File: src/linear_probe_hash_table_macros.svh
`ifndef LINEAR_PROBE_HASH_TABLE_MACROS_SVH
`define LINEAR_PROBE_HASH_TABLE_MACROS_SVH

// Same-cycle implication, checked on i_clk outside reset.
`define LPHT_ASSERT_NOW(label, ante, cons, msg) \
    label: assert property (@(posedge i_clk) disable iff (!i_rst_n) \
        (ante) |-> (cons)) else $error(msg);

// Next-cycle implication, checked on i_clk outside reset.
`define LPHT_ASSERT_NEXT(label, ante, cons, msg) \
    label: assert property (@(posedge i_clk) disable iff (!i_rst_n) \
        (ante) |=> (cons)) else $error(msg);

`endif

File: src/lpht_pkg.sv
package lpht_pkg;

    // Reciprocal precision for the hash modulo: exact for sums below 2^11
    // and table sizes up to 2^12.
    localparam int HASH_SHIFT = 24;

    localparam logic [1:0] FUNC_INSERT = 2'd0;
    localparam logic [1:0] FUNC_LOOKUP = 2'd1;
    localparam logic [1:0] FUNC_REMOVE = 2'd2;

    typedef enum logic [2:0] {
        ST_INSERTED  = 3'd0,
        ST_UPDATED   = 3'd1,
        ST_FOUND     = 3'd2,
        ST_NOT_FOUND = 3'd3,
        ST_REMOVED   = 3'd4,
        ST_FULL      = 3'd5
    } t_status;

    typedef enum logic [2:0] {
        STEP_CLEAR,
        STEP_IDLE,
        STEP_SUM,
        STEP_QUOT,
        STEP_HOME,
        STEP_READ,
        STEP_CHECK,
        STEP_OUT
    } t_step;

    typedef enum logic [2:0] {
        COND_NONE,
        COND_CLR_LAST,
        COND_IN_VALID,
        COND_SKIP,
        COND_PROBE_DONE,
        COND_OUT_FREE
    } t_cond;

    typedef struct packed {
        logic  clr_wr;
        logic  in_ready;
        logic  ld_sum;
        logic  ld_quot;
        logic  ld_home;
        logic  mem_rd;
        logic  resolve;
        logic  out_valid;
        t_cond cond;
        t_step next_step;
        t_step jump_step;
    } t_uword;

    typedef struct packed {
        logic clr_last;
        logic skip;
        logic probe_done;
    } t_dp_flags;

    // Microcode ROM: jump_step is taken when cond holds, else next_step.
    function automatic t_uword ucode(input t_step step);
        t_uword w;
        w = '0;
        w.cond = COND_NONE;
        case (step)
            STEP_CLEAR: begin
                w.clr_wr    = 1'b1;
                w.cond      = COND_CLR_LAST;
                w.next_step = STEP_CLEAR;
                w.jump_step = STEP_IDLE;
            end
            STEP_IDLE: begin
                w.in_ready  = 1'b1;
                w.cond      = COND_IN_VALID;
                w.next_step = STEP_IDLE;
                w.jump_step = STEP_SUM;
            end
            STEP_SUM: begin
                w.ld_sum    = 1'b1;
                w.next_step = STEP_QUOT;
                w.jump_step = STEP_QUOT;
            end
            STEP_QUOT: begin
                w.ld_quot   = 1'b1;
                w.next_step = STEP_HOME;
                w.jump_step = STEP_HOME;
            end
            STEP_HOME: begin
                w.ld_home   = 1'b1;
                w.cond      = COND_SKIP;
                w.next_step = STEP_READ;
                w.jump_step = STEP_OUT;
            end
            STEP_READ: begin
                w.mem_rd    = 1'b1;
                w.next_step = STEP_CHECK;
                w.jump_step = STEP_CHECK;
            end
            STEP_CHECK: begin
                w.resolve   = 1'b1;
                w.cond      = COND_PROBE_DONE;
                w.next_step = STEP_READ;
                w.jump_step = STEP_OUT;
            end
            STEP_OUT: begin
                w.out_valid = 1'b1;
                w.cond      = COND_OUT_FREE;
                w.next_step = STEP_OUT;
                w.jump_step = STEP_IDLE;
            end
            default: begin
                w.next_step = STEP_IDLE;
                w.jump_step = STEP_IDLE;
            end
        endcase
        return w;
    endfunction

endpackage

File: src/lpht_sequencer.sv
module lpht_sequencer (
    input  logic               i_clk,
    input  logic               i_rst_n,
    input  logic               i_in_valid,
    input  logic               i_out_stall,
    input  lpht_pkg::t_dp_flags i_flags,
    output lpht_pkg::t_uword   o_uword
);

    lpht_pkg::t_step  r_step;
    lpht_pkg::t_step  n_step;
    lpht_pkg::t_uword w_uword;
    logic             w_cond;

    always_ff @(posedge i_clk) begin
        if (!i_rst_n) begin
            r_step <= lpht_pkg::STEP_CLEAR;
        end else begin
            r_step <= n_step;
        end
    end

    always_comb begin
        w_uword = lpht_pkg::ucode(r_step);
        case (w_uword.cond)
            lpht_pkg::COND_NONE:       w_cond = 1'b0;
            lpht_pkg::COND_CLR_LAST:   w_cond = i_flags.clr_last;
            lpht_pkg::COND_IN_VALID:   w_cond = i_in_valid;
            lpht_pkg::COND_SKIP:       w_cond = i_flags.skip;
            lpht_pkg::COND_PROBE_DONE: w_cond = i_flags.probe_done;
            lpht_pkg::COND_OUT_FREE:   w_cond = !i_out_stall;
            default:                   w_cond = 1'b0;
        endcase
        n_step  = w_cond ? w_uword.jump_step : w_uword.next_step;
        o_uword = w_uword;
    end

endmodule

File: src/lpht_datapath.sv
module lpht_datapath #(
    parameter int SLOT_COUNT = 16,
    parameter int KEY_BYTES  = 8,
    parameter int VALUE_BITS = 32
) (
    input  logic                i_clk,
    input  logic                i_rst_n,
    input  lpht_pkg::t_uword    i_uword,
    input  logic                i_accept,
    input  logic [1:0]          i_func,
    input  logic [63:0]         i_key_word,
    input  logic [31:0]         i_value_in,
    output lpht_pkg::t_dp_flags o_flags,
    output logic [2:0]          o_status,
    output logic [31:0]         o_value_out,
    output logic [4:0]          o_entry_count
);

    localparam int IW    = $clog2(SLOT_COUNT);
    localparam int KW    = 8 * KEY_BYTES;
    localparam int VW    = (VALUE_BITS > 32) ? 32 : VALUE_BITS;
    localparam int MW    = 1 + KW + VW;
    localparam int CW    = $clog2(SLOT_COUNT + 1);
    localparam int SW    = $clog2(KEY_BYTES * 255 + 1);
    localparam int PW    = SW + lpht_pkg::HASH_SHIFT;
    localparam int TW    = SW + IW + 1;
    localparam int RECIP = ((1 << lpht_pkg::HASH_SHIFT) + SLOT_COUNT - 1) / SLOT_COUNT;

    logic [MW-1:0]     r_mem [SLOT_COUNT];
    logic [MW-1:0]     r_rdata;
    logic [1:0]        r_func;
    logic [KW-1:0]     r_key;
    logic [VW-1:0]     r_val;
    logic [SW-1:0]     r_sum;
    logic [SW-1:0]     r_quot;
    logic [IW-1:0]     r_idx;
    logic [IW-1:0]     r_n;
    logic [CW-1:0]     r_count;
    lpht_pkg::t_status r_status;
    logic [VW-1:0]     r_vout;

    logic [IW-1:0]     n_idx;
    logic [IW-1:0]     n_n;
    logic [CW-1:0]     n_count;
    lpht_pkg::t_status n_status;
    logic [VW-1:0]     n_vout;

    logic [SW-1:0]     w_sum;
    logic [PW-1:0]     w_prod;
    logic [TW-1:0]     w_qt;
    logic [TW-1:0]     w_rem;
    logic [IW-1:0]     w_home;
    logic [IW-1:0]     w_idx_inc;
    logic              w_occ;
    logic [KW-1:0]     w_skey;
    logic [VW-1:0]     w_sval;
    logic              w_match;
    logic              w_last;
    logic              w_we;
    logic [MW-1:0]     w_wdata;

    // Hash: byte sum, then modulo via reciprocal multiply over two steps.
    always_comb begin
        w_sum = '0;
        for (int b = 0; b < KEY_BYTES; b++) begin
            w_sum = w_sum + SW'(r_key[8*b +: 8]);
        end
    end

    assign w_prod = PW'(r_sum) * PW'(RECIP);
    assign w_qt   = TW'(r_quot) * TW'(SLOT_COUNT);
    assign w_rem  = TW'(r_sum) - w_qt;
    assign w_home = (w_rem >= TW'(SLOT_COUNT)) ? IW'(w_rem - TW'(SLOT_COUNT)) : IW'(w_rem);

    assign w_idx_inc = (r_idx == IW'(SLOT_COUNT - 1)) ? '0 : r_idx + IW'(1);

    assign w_occ   = r_rdata[MW-1];
    assign w_skey  = r_rdata[KW+VW-1:VW];
    assign w_sval  = r_rdata[VW-1:0];
    assign w_match = w_occ && (w_skey == r_key);
    assign w_last  = (r_n == IW'(SLOT_COUNT - 1));

    always_comb begin
        n_idx    = r_idx;
        n_n      = r_n;
        n_count  = r_count;
        n_status = r_status;
        n_vout   = r_vout;
        w_we     = 1'b0;
        w_wdata  = '0;
        if (i_uword.clr_wr) begin
            w_we  = 1'b1;
            n_idx = w_idx_inc;
        end
        if (i_accept) begin
            n_status = lpht_pkg::ST_NOT_FOUND;
            n_vout   = '0;
        end
        if (i_uword.ld_home) begin
            n_idx = w_home;
            n_n   = '0;
        end
        if (i_uword.resolve) begin
            if (!w_occ) begin
                if (r_func == lpht_pkg::FUNC_INSERT) begin
                    w_we     = 1'b1;
                    w_wdata  = {1'b1, r_key, r_val};
                    n_status = lpht_pkg::ST_INSERTED;
                    n_count  = r_count + CW'(1);
                end
            end else if (w_match) begin
                case (r_func)
                    lpht_pkg::FUNC_INSERT: begin
                        w_we     = 1'b1;
                        w_wdata  = {1'b1, r_key, r_val};
                        n_status = lpht_pkg::ST_UPDATED;
                    end
                    lpht_pkg::FUNC_LOOKUP: begin
                        n_status = lpht_pkg::ST_FOUND;
                        n_vout   = w_sval;
                    end
                    lpht_pkg::FUNC_REMOVE: begin
                        // no tombstone: only the occupied mark drops
                        w_we     = 1'b1;
                        w_wdata  = {1'b0, w_skey, w_sval};
                        n_status = lpht_pkg::ST_REMOVED;
                        n_count  = r_count - CW'(1);
                    end
                    default: begin
                    end
                endcase
            end else if (w_last) begin
                if (r_func == lpht_pkg::FUNC_INSERT) begin
                    n_status = lpht_pkg::ST_FULL;
                end
            end else begin
                n_idx = w_idx_inc;
                n_n   = r_n + IW'(1);
            end
        end
    end

    always_ff @(posedge i_clk) begin
        if (!i_rst_n) begin
            r_idx   <= '0;
            r_count <= '0;
        end else begin
            r_idx   <= n_idx;
            r_count <= n_count;
        end
    end

    always_ff @(posedge i_clk) begin
        if (i_accept) begin
            r_func <= i_func;
            r_key  <= i_key_word[KW-1:0];
            r_val  <= i_value_in[VW-1:0];
        end
        if (i_uword.ld_sum) begin
            r_sum <= w_sum;
        end
        if (i_uword.ld_quot) begin
            r_quot <= SW'(w_prod >> lpht_pkg::HASH_SHIFT);
        end
        r_n      <= n_n;
        r_status <= n_status;
        r_vout   <= n_vout;
    end

    always_ff @(posedge i_clk) begin
        if (w_we) begin
            r_mem[r_idx] <= w_wdata;
        end
        if (i_uword.mem_rd) begin
            r_rdata <= r_mem[r_idx];
        end
    end

    assign o_flags.clr_last   = (r_idx == IW'(SLOT_COUNT - 1));
    assign o_flags.skip       = !((r_func == lpht_pkg::FUNC_INSERT) ||
                                  (r_func == lpht_pkg::FUNC_LOOKUP) ||
                                  (r_func == lpht_pkg::FUNC_REMOVE)) ||
                                ((r_func == lpht_pkg::FUNC_REMOVE) && (r_count == '0));
    assign o_flags.probe_done = !w_occ || w_match || w_last;

    assign o_status      = r_status;
    assign o_value_out   = 32'(r_vout);
    assign o_entry_count = 5'(r_count);

endmodule

File: src/linear_probe_hash_table.sv
// Open-addressing hash table with linear probing, SLOT_COUNT slots in one
// single-port-style memory (one write, one registered read per cycle).
// After reset the block sweeps the memory to empty, one slot per cycle, and
// holds o_in_stall high meanwhile. It works on one item at a time: after
// acceptance it forms the key's byte sum, the quotient and the home slot,
// then probes 1 to SLOT_COUNT slots, each with a memory read step and a
// compare step, and then offers its result. An unused operation code, or a
// remove from an empty table, skips the probes.
// The next item is taken the cycle after the result is taken.
module linear_probe_hash_table #(
    parameter int SLOT_COUNT = 16,
    parameter int KEY_BYTES  = 8,
    parameter int VALUE_BITS = 32
) (
    input  logic        i_clk,
    input  logic        i_rst_n,
    input  logic        i_in_valid,
    output logic        o_in_stall,
    input  logic [1:0]  i_func,
    input  logic [63:0] i_key_word,
    input  logic [31:0] i_value_in,
    output logic        o_out_valid,
    input  logic        i_out_stall,
    output logic [2:0]  o_status,
    output logic [31:0] o_value_out,
    output logic [4:0]  o_entry_count
);

    lpht_pkg::t_uword    w_uword;
    lpht_pkg::t_dp_flags w_flags;
    logic                w_accept;

    assign o_in_stall  = !w_uword.in_ready;
    assign o_out_valid = w_uword.out_valid;
    assign w_accept    = i_in_valid && w_uword.in_ready;

    lpht_sequencer u_seq (
        .i_clk       (i_clk),
        .i_rst_n     (i_rst_n),
        .i_in_valid  (i_in_valid),
        .i_out_stall (i_out_stall),
        .i_flags     (w_flags),
        .o_uword     (w_uword)
    );

    lpht_datapath #(
        .SLOT_COUNT (SLOT_COUNT),
        .KEY_BYTES  (KEY_BYTES),
        .VALUE_BITS (VALUE_BITS)
    ) u_dp (
        .i_clk         (i_clk),
        .i_rst_n       (i_rst_n),
        .i_uword       (w_uword),
        .i_accept      (w_accept),
        .i_func        (i_func),
        .i_key_word    (i_key_word),
        .i_value_in    (i_value_in),
        .o_flags       (w_flags),
        .o_status      (o_status),
        .o_value_out   (o_value_out),
        .o_entry_count (o_entry_count)
    );

`include "linear_probe_hash_table_macros.svh"

    `LPHT_ASSERT_NEXT(a_one_item_in_flight, w_accept, o_in_stall && !o_out_valid, "busy accept")
    `LPHT_ASSERT_NEXT(a_result_not_repeated, o_out_valid && !i_out_stall, !o_out_valid, "repeat")
    `LPHT_ASSERT_NOW(a_value_only_on_found, o_out_valid && (o_status != lpht_pkg::ST_FOUND), o_value_out == '0, "value")

endmodule

File: config.mk
export PLATFORM = sky130hd
export DESIGN_NAME = linear_probe_hash_table
export DESIGN_NICKNAME = d
export VERILOG_FILES = /design/src/lpht_pkg.sv /design/src/lpht_sequencer.sv /design/src/lpht_datapath.sv /design/src/linear_probe_hash_table.sv
export VERILOG_INCLUDE_DIRS = /design/src /design/src/src
export SDC_FILE = /design/constraint.sdc
export NUM_CORES = 2
export LEC_CHECK = 0
export ABC_AREA = 1
export BUFFER_PORTS_ARGS = -buffer_cell sky130_fd_sc_hd__buf_2
export CORE_MARGIN = 1
export CORE_UTILIZATION = 25
export DETAILED_ROUTE_END_ITERATION = 16
export PLACE_DENSITY = 0.37
export SLEW_MARGIN = 20
export SYNTH_ARGS = -nofsm -noshare
export SYNTH_HDL_FRONTEND = slang
export SYNTH_SLANG_ARGS = --single-unit
File: constraint.sdc
create_clock -name i_clk -period 9.1 [get_ports i_clk]
set_input_delay 2.275 -clock i_clk [delete_from_list [all_inputs] [get_ports i_clk]]
set_output_delay 2.275 -clock i_clk [all_outputs]
set_load 0.01 [all_outputs]
After elaboration in Yosys (flattened, before gate mapping)

Memories as Yosys holds them, arrays and structs flattened. A register that Yosys moved wholly into a read port is not among the register bits.
Index checks and enable logic that the tools add are counted.

Register bits: 167
Bits in writable memories: 1552
Input bits: 102
Output and inout bits: 42
Logic and storage cells: 119
Memories: 1

$add $sub $neg: 13
$lt $le $gt $ge: 1
Eq/ne operators: 19
Mux-type cells: 55
Reductions and logical operators: 19

Memory list:

| name       | words | width | read ports | clocked after Yosys merged registers in | write ports | line                | source |
|---|---|---|---|---|---|---|---|
| u_dp.r_mem | 16    | 97    | 1          | 1                                       | 1           | lpht_datapath.sv:29 | `logic [MW-1:0] r_mem [SLOT_COUNT];` |

Operator list:

| cell                                                                | number |
|---|---|
| two-way mux 97 bit                                                  | 4 |
| one-hot mux 97 bit (2 select lines)                                 | 1 |
| two-way mux 32 bit                                                  | 5 |
| adder 11 x 8 -> 11 bit                                              | 6 |
| equality test 64 bit                                                | 1 |
| two-way mux 4 bit                                                   | 13 |
| one-hot mux 6 bit (7 select lines)                                  | 1 |
| two-way mux 3 bit                                                   | 8 |
| two-way mux 5 bit                                                   | 4 |
| equality test 3 bit (second input constant)                         | 6 |
| greater-or-equal comparator 16 x 5 -> 1 bit (second input constant) | 1 |
| two-way mux 1 bit                                                   | 16 |
| one-hot mux 3 bit (5 select lines)                                  | 1 |
| equality test 3 x 2 -> 1 bit (second input constant)                | 4 |
| subtractor 11 x 11 -> 12 bit                                        | 1 |
| adder 8 x 8 -> 9 bit                                                | 1 |
| one-hot mux 3 bit (3 select lines)                                  | 1 |
| adder 4 x 1 -> 4 bit (second input constant)                        | 2 |
| equality test 4 bit (second input constant)                         | 2 |
| equality test 3 x 1 -> 1 bit (second input constant)                | 2 |
| adder 5 x 1 -> 5 bit (second input constant)                        | 1 |
| zero test 5 bit                                                     | 1 |
| logical OR 1 bit                                                    | 5 |
| one-hot mux 1 bit (5 select lines)                                  | 1 |
| other kinds (12)                                                    | 19 |

Logic depth before layout (Yosys ltp)

Depth after elaboration: 9
Gate-level depth with buffers: 17
Gate-level depth less buffers: 16

Modules after synthesis

A second synthesis with hierarchy kept.

Cell total of the unflattened synthesis: 5510
Area, all modules: 70871.7 µm²

Modules (own cells, without submodules):

| module                  | instances | cells an instance | area each (µm²) | seq. area each (µm²) |
|---|---|---|---|---|
| lpht_datapath           | 1         | 5438              | 70485.1         | 53541.4 |
| lpht_sequencer          | 1         | 69                | 375.4           | 60.1 |
| linear_probe_hash_table | 1         | 3                 | 11.3            | 0.0 |

Least setup slack after synthesis

OpenSTA, ideal clock, no wires.

Path type: register -> register
Start point: reg u_dp.r_key[1]
End point: mem u_dp.r_mem[11][0] (netlist bit), enable pin
Setup time: 672 ps
Data arrival time: 8039 ps
Data required time: 8428 ps
Path slack: 389 ps
Cell stages (with the launch flop): 14
Buffers on the path: 0
Period minus slack after synthesis: 8711 ps
Cell sequence: edfxtp_1 > nand2_1 > nand2_1 > nor2_1 > nand2_1 > nor2_1 > nand2_1 > nor2_2 > nand2_2 > nand2_2 > o211ai_1 > nand2_1 > inv_1 > nor3_1

Longest elaborated chain between the ends: 7

RTL lines:

| element                                 | line                 | source |
|---|---|---|
| start, declared                         | lpht_datapath.sv:32  | `logic [KW-1:0] r_key;` |
| start signal, assigned                  | lpht_datapath.sv:156 | `r_key <= i_key_word[KW-1:0];` |
| equality test 64 bit                    | lpht_datapath.sv:80  | `assign w_match = w_occ && (w_skey == r_key);` |
| logical AND 1 bit                       | lpht_datapath.sv:80  |  |
| two-way mux 1 bit                       | lpht_datapath.sv:111 | `end else if (w_match) begin` |
| two-way mux 1 bit                       | lpht_datapath.sv:104 | `if (!w_occ) begin` |
| two-way mux 1 bit                       | lpht_datapath.sv:103 | `if (i_uword.resolve) begin` |
| two-way mux 1 bit                       | lpht_datapath.sv:171 | `if (w_we) begin` |
| two-way mux 1 bit (not written as such) | lpht_datapath.sv:172 | `r_mem[r_idx] <= w_wdata;` |
| end, declared                           | lpht_datapath.sv:29  |  |

Every way passes these cells.

Final worst setup path

Start point: reg u_dp.r_key[12]
End point: mem u_dp.r_mem[0][78] (netlist bit), enable pin

The elaborated chain is that of the path after synthesis.

==> impl_metrics.toml <==
[synth]
synth_top_cell_area_share = 0.745
synth.largest_area_cell = "sky130_fd_sc_hd__edfxtp_1"
synth.yosys.seq_area_share = 0.760
synth_cell_type_count = 39
syn_inst = 5410
synth_fp_nets = 5541
synth_seq_cells = 1802
synth-warning-count = 0
avgSynthCellArea_um2 = 13.0
cell_area_after_technology_mapping_um2 = 70600
synth_top_cells_by_area = "sky130_fd_sc_hd__edfxtp_1 75%, sky130_fd_sc_hd__o21ai_0 5.8%, sky130_fd_sc_hd__nor2_1 4.6%, sky130_fd_sc_hd__nand2_1 3.5%, sky130_fd_sc_hd__o22ai_1 3.4%"

[sta]
finalHoldViolCount = 0
rsz0062_at_grt = "no"
skew_ns = 0.0359
tns_ns = 0
max_slew.worst_pin.slew_ns = 1.12
max_freq_mhz = 202
timing.final.setup_violations = 0
finalMaxSlewViolations = 0
fin_crit_ns = 4.96
final.period_utilization = 0.545
worst_slew_margin_relative_to_its_limit = 0.250

[layout]
multi_input_area_um2 = 15400
final_layout_size_suffix_gt1_frac = 0.107
layout.cells.most_common = "sky130_fd_sc_hd__edfxtp_1"
final-seq-area_um2 = 53600
mostFrequentLayoutCells = "1751 x sky130_fd_sc_hd__edfxtp_1, 841 x sky130_fd_sc_hd__nor2_1, 814 x sky130_fd_sc_hd__o21ai_0, 659 x sky130_fd_sc_hd__nand2_1, 388 x sky130_fd_sc_hd__o22ai_1"
finish.net_count = 5671
flow.area_growth_from_synthesis_pct = 16.7
final.fill_count = 28584

[cts]
cts_buffers = 200
tritoncts_clock_tree = "yes"
clock-sinks = 1802
cts_post_setup_buffers_inserted = 0
htreeDepth = 4
insertion_delay_ns = 0.84
clkSlewWorstSetupHoldPaths_ns = 0.06
holdBufCountCts = 0
root_buffer = "sky130_fd_sc_hd__clkbuf_16"
ctsResizeCount = 0
cts_max_path_buffers = 3

[global_routing]
number_of_global_route_vias_before_repair = 43868
grt_first_pass_wirelength_um = 331000
grt_remaining_overflow = 0
grt.total_usage = 0.160
antenna_violations_before_repair = 17
grt_start_max_net_pins = 208

[detailed_routing]
initialDrtViolationCount = 3585
viasPerCell = 4.70
num_vias = 44362
drt-total-wl_um = 232000
postRouteAntennaNets = 0
drt_first_pass_iters = 7
wl_per_cell_um = 24.6
drt_drc_violations_left = 0

[worst_setup_path]
worstRegToRegCells = 16
endpoint_kind = "flop"
critical_path_slowest_stage_cell = "sky130_fd_sc_hd__nor2_4"
path_depth = 16
crit_top_cell = "sky130_fd_sc_hd__nand2_1"
regToRegSetupSlack_ns = 4.14
criticalPathCategory = "reg -> reg"
setup.worst_path.start_class = "flop"
timing.critical_path.cells = "inv_1, nand2_1, nand2_1, nor2_1, nand2_1, nor2_1, nand2_1, nor2_2, nand2_2, nand2_2, o211ai_1, nand2_1, nand2_1, nor2_4, buf_4, buf_4"
worstPathRequired_ns = 9.57
cp_max_fo = 23
critical_path_buf_inv_count = 3
cp.arrival_ns = 5.44
critical_path.top_delay_family = "simple AND/OR/NAND/NOR gates"
critical-path-max-stage-delay_ns = 0.68

[pwr]
fin_total_pwr_mw = 18.4
p_leak_nw = 29.7
power.density_cell_area_nw_per_um2 = 223
worst_ir_drop_vdd_v = 0.000214

[floorplanning]
die-height_um = 533
die_footprint_um2 = 284000
std_cell_rows = 194
initial_core_util = 0.252
dieWidth_um = 533
core_area_um2 = 280000
floorplan.io_pins = 144

[placement]
hpwlAfterDp_um = 116000
gpl.final_weighted_congestion = 0.734
numPortBuffers = 143

[outcome]
run_status = "finished clean"

[job]
max_cap_viol_count = 0

[hold_path]
holdPathStages = 2
min_path_type = "reg -> reg"
-- worst reg2reg max path, delay by kind of cell, from the launching register on --
kind | cells | cell delay (ns)
simple gates | 12 | 2.82
buf+inv | 3 | 1.23
compound gates | 1 | 0.16
flops | 1 | 0.36
-- synth_stat cells, drive strengths merged --
| cell | number |
|---|---|
| o311ai | 1 |
| o21ai | 818 |
| nor2 | 867 |
| o211ai | 2 |
| nand3 | 42 |
| a22oi | 12 |
| edfxtp | 1751 |
| xnor2 | 11 |
| ha | 15 |
| a211oi | 2 |
| a31oi | 1 |
| clkbuf | 304 |
| clkinv | 4 |
| fa | 14 |
| o32ai | 54 |
| buf | 33 |
| nor4 | 1 |
| a32oi | 9 |
| o31ai | 25 |
| o22ai | 388 |
| inv | 196 |
| xor2 | 19 |
| a21oi | 20 |
| nand4 | 100 |
| nor3 | 4 |
| o221ai | 2 |
| dfxtp | 51 |
| nand2 | 664 |
-- metrics by stage --
| step | setup slack (ns) | cell area, um^2 | std cells | utilization | hold slack, ns |
|---|---|---|---|---|---|
| 3_3_place_gp | 4.13 | 76100 | 9062 | 0.272 | 0.464 |
| 3_5_place_dp | 4.08 | 76100 | 9062 | 0.272 | 0.466 |
| 5_1_grt | 3.89 | 82300 | 9427 | 0.294 | 0.502 |
| 6_report | 4.14 | 82300 | 9430 | 0.294 | 0.476 |
| 4_1_cts | 4.06 | 82200 | 9424 | 0.294 | 0.479 |
| 2_1_floorplan | 0.389 | 70600 | 5410 | - | 0.461 |
-- flip-flops by register name, indices dropped and copies added, names as in the netlist, 4 cells and up --
name / flops
u_dp.o_entry_count: 5
u_dp.o_value_out: 32
u_dp.r_idx: 4
u_dp.r_key: 64
u_dp.r_mem: 1552
u_dp.r_n: 4
u_dp.r_rdata: 97
u_dp.r_sum: 4
u_dp.r_val: 32
-- where the power goes --
group          internal (mW)  total (mW)  switching (mW)
clock network           4.38        7.72            3.34
logic                  0.387        1.34           0.953
registers               9.23        9.31          0.0756
-- worst paths after layout --
path	start	endpoint
worst max-delay path	u_dp.r_key[12]	u_dp.r_mem[0][78]
worst min register to register	u_dp.o_value_out[16]	u_dp.o_value_out[16]
worst max register to register	u_dp.r_key[12]	u_dp.r_mem[0][78]
worst min-delay path	u_dp.o_value_out[16]	u_dp.o_value_out[16]
-- cell families (layout without fill, tap and decap cells) --
kind of cell             count (synthesis)  in the layout  share of synthesized area
flip-flops                            1802           1802                      0.760
other                                    0              6                          0
AND/OR/NAND/NOR                       1678           1678                     0.0941
adder cells (fa/ha/maj)                 29             29                    0.00663
buffers and inverters                  537            827                     0.0293
AO/OA/AOI/OAI                         1334           1334                      0.107
XOR/XNOR                                30             30                    0.00372
-- cell type report --
cell class	count	area share
Inverter	200	0.00959
Clock buffer	259	0.0653
Sequential cell	1802	0.651
Clock inverter	103	0.00880
Tap cell	3724	0.0566
Antenna cell	6	0.000182
Multi-Input combinational cell	3071	0.187
Timing Repair Buffer	265	0.0212
-- metal layers --
| layer | up-vias | global-route usage | routed length, um |
|---|---|---|---|
| met4 | 4 | 0.0405 | 5090 |
| met5 | - | 0 | 21 |
| met1 | 22934 | 0.225 | 109000 |
| met2 | 977 | 0.257 | 108000 |
| met3 | 285 | 0.0237 | 9690 |
| li1 | 20162 | - | - |
Note: power is estimated with default switching activity, not from simulation.
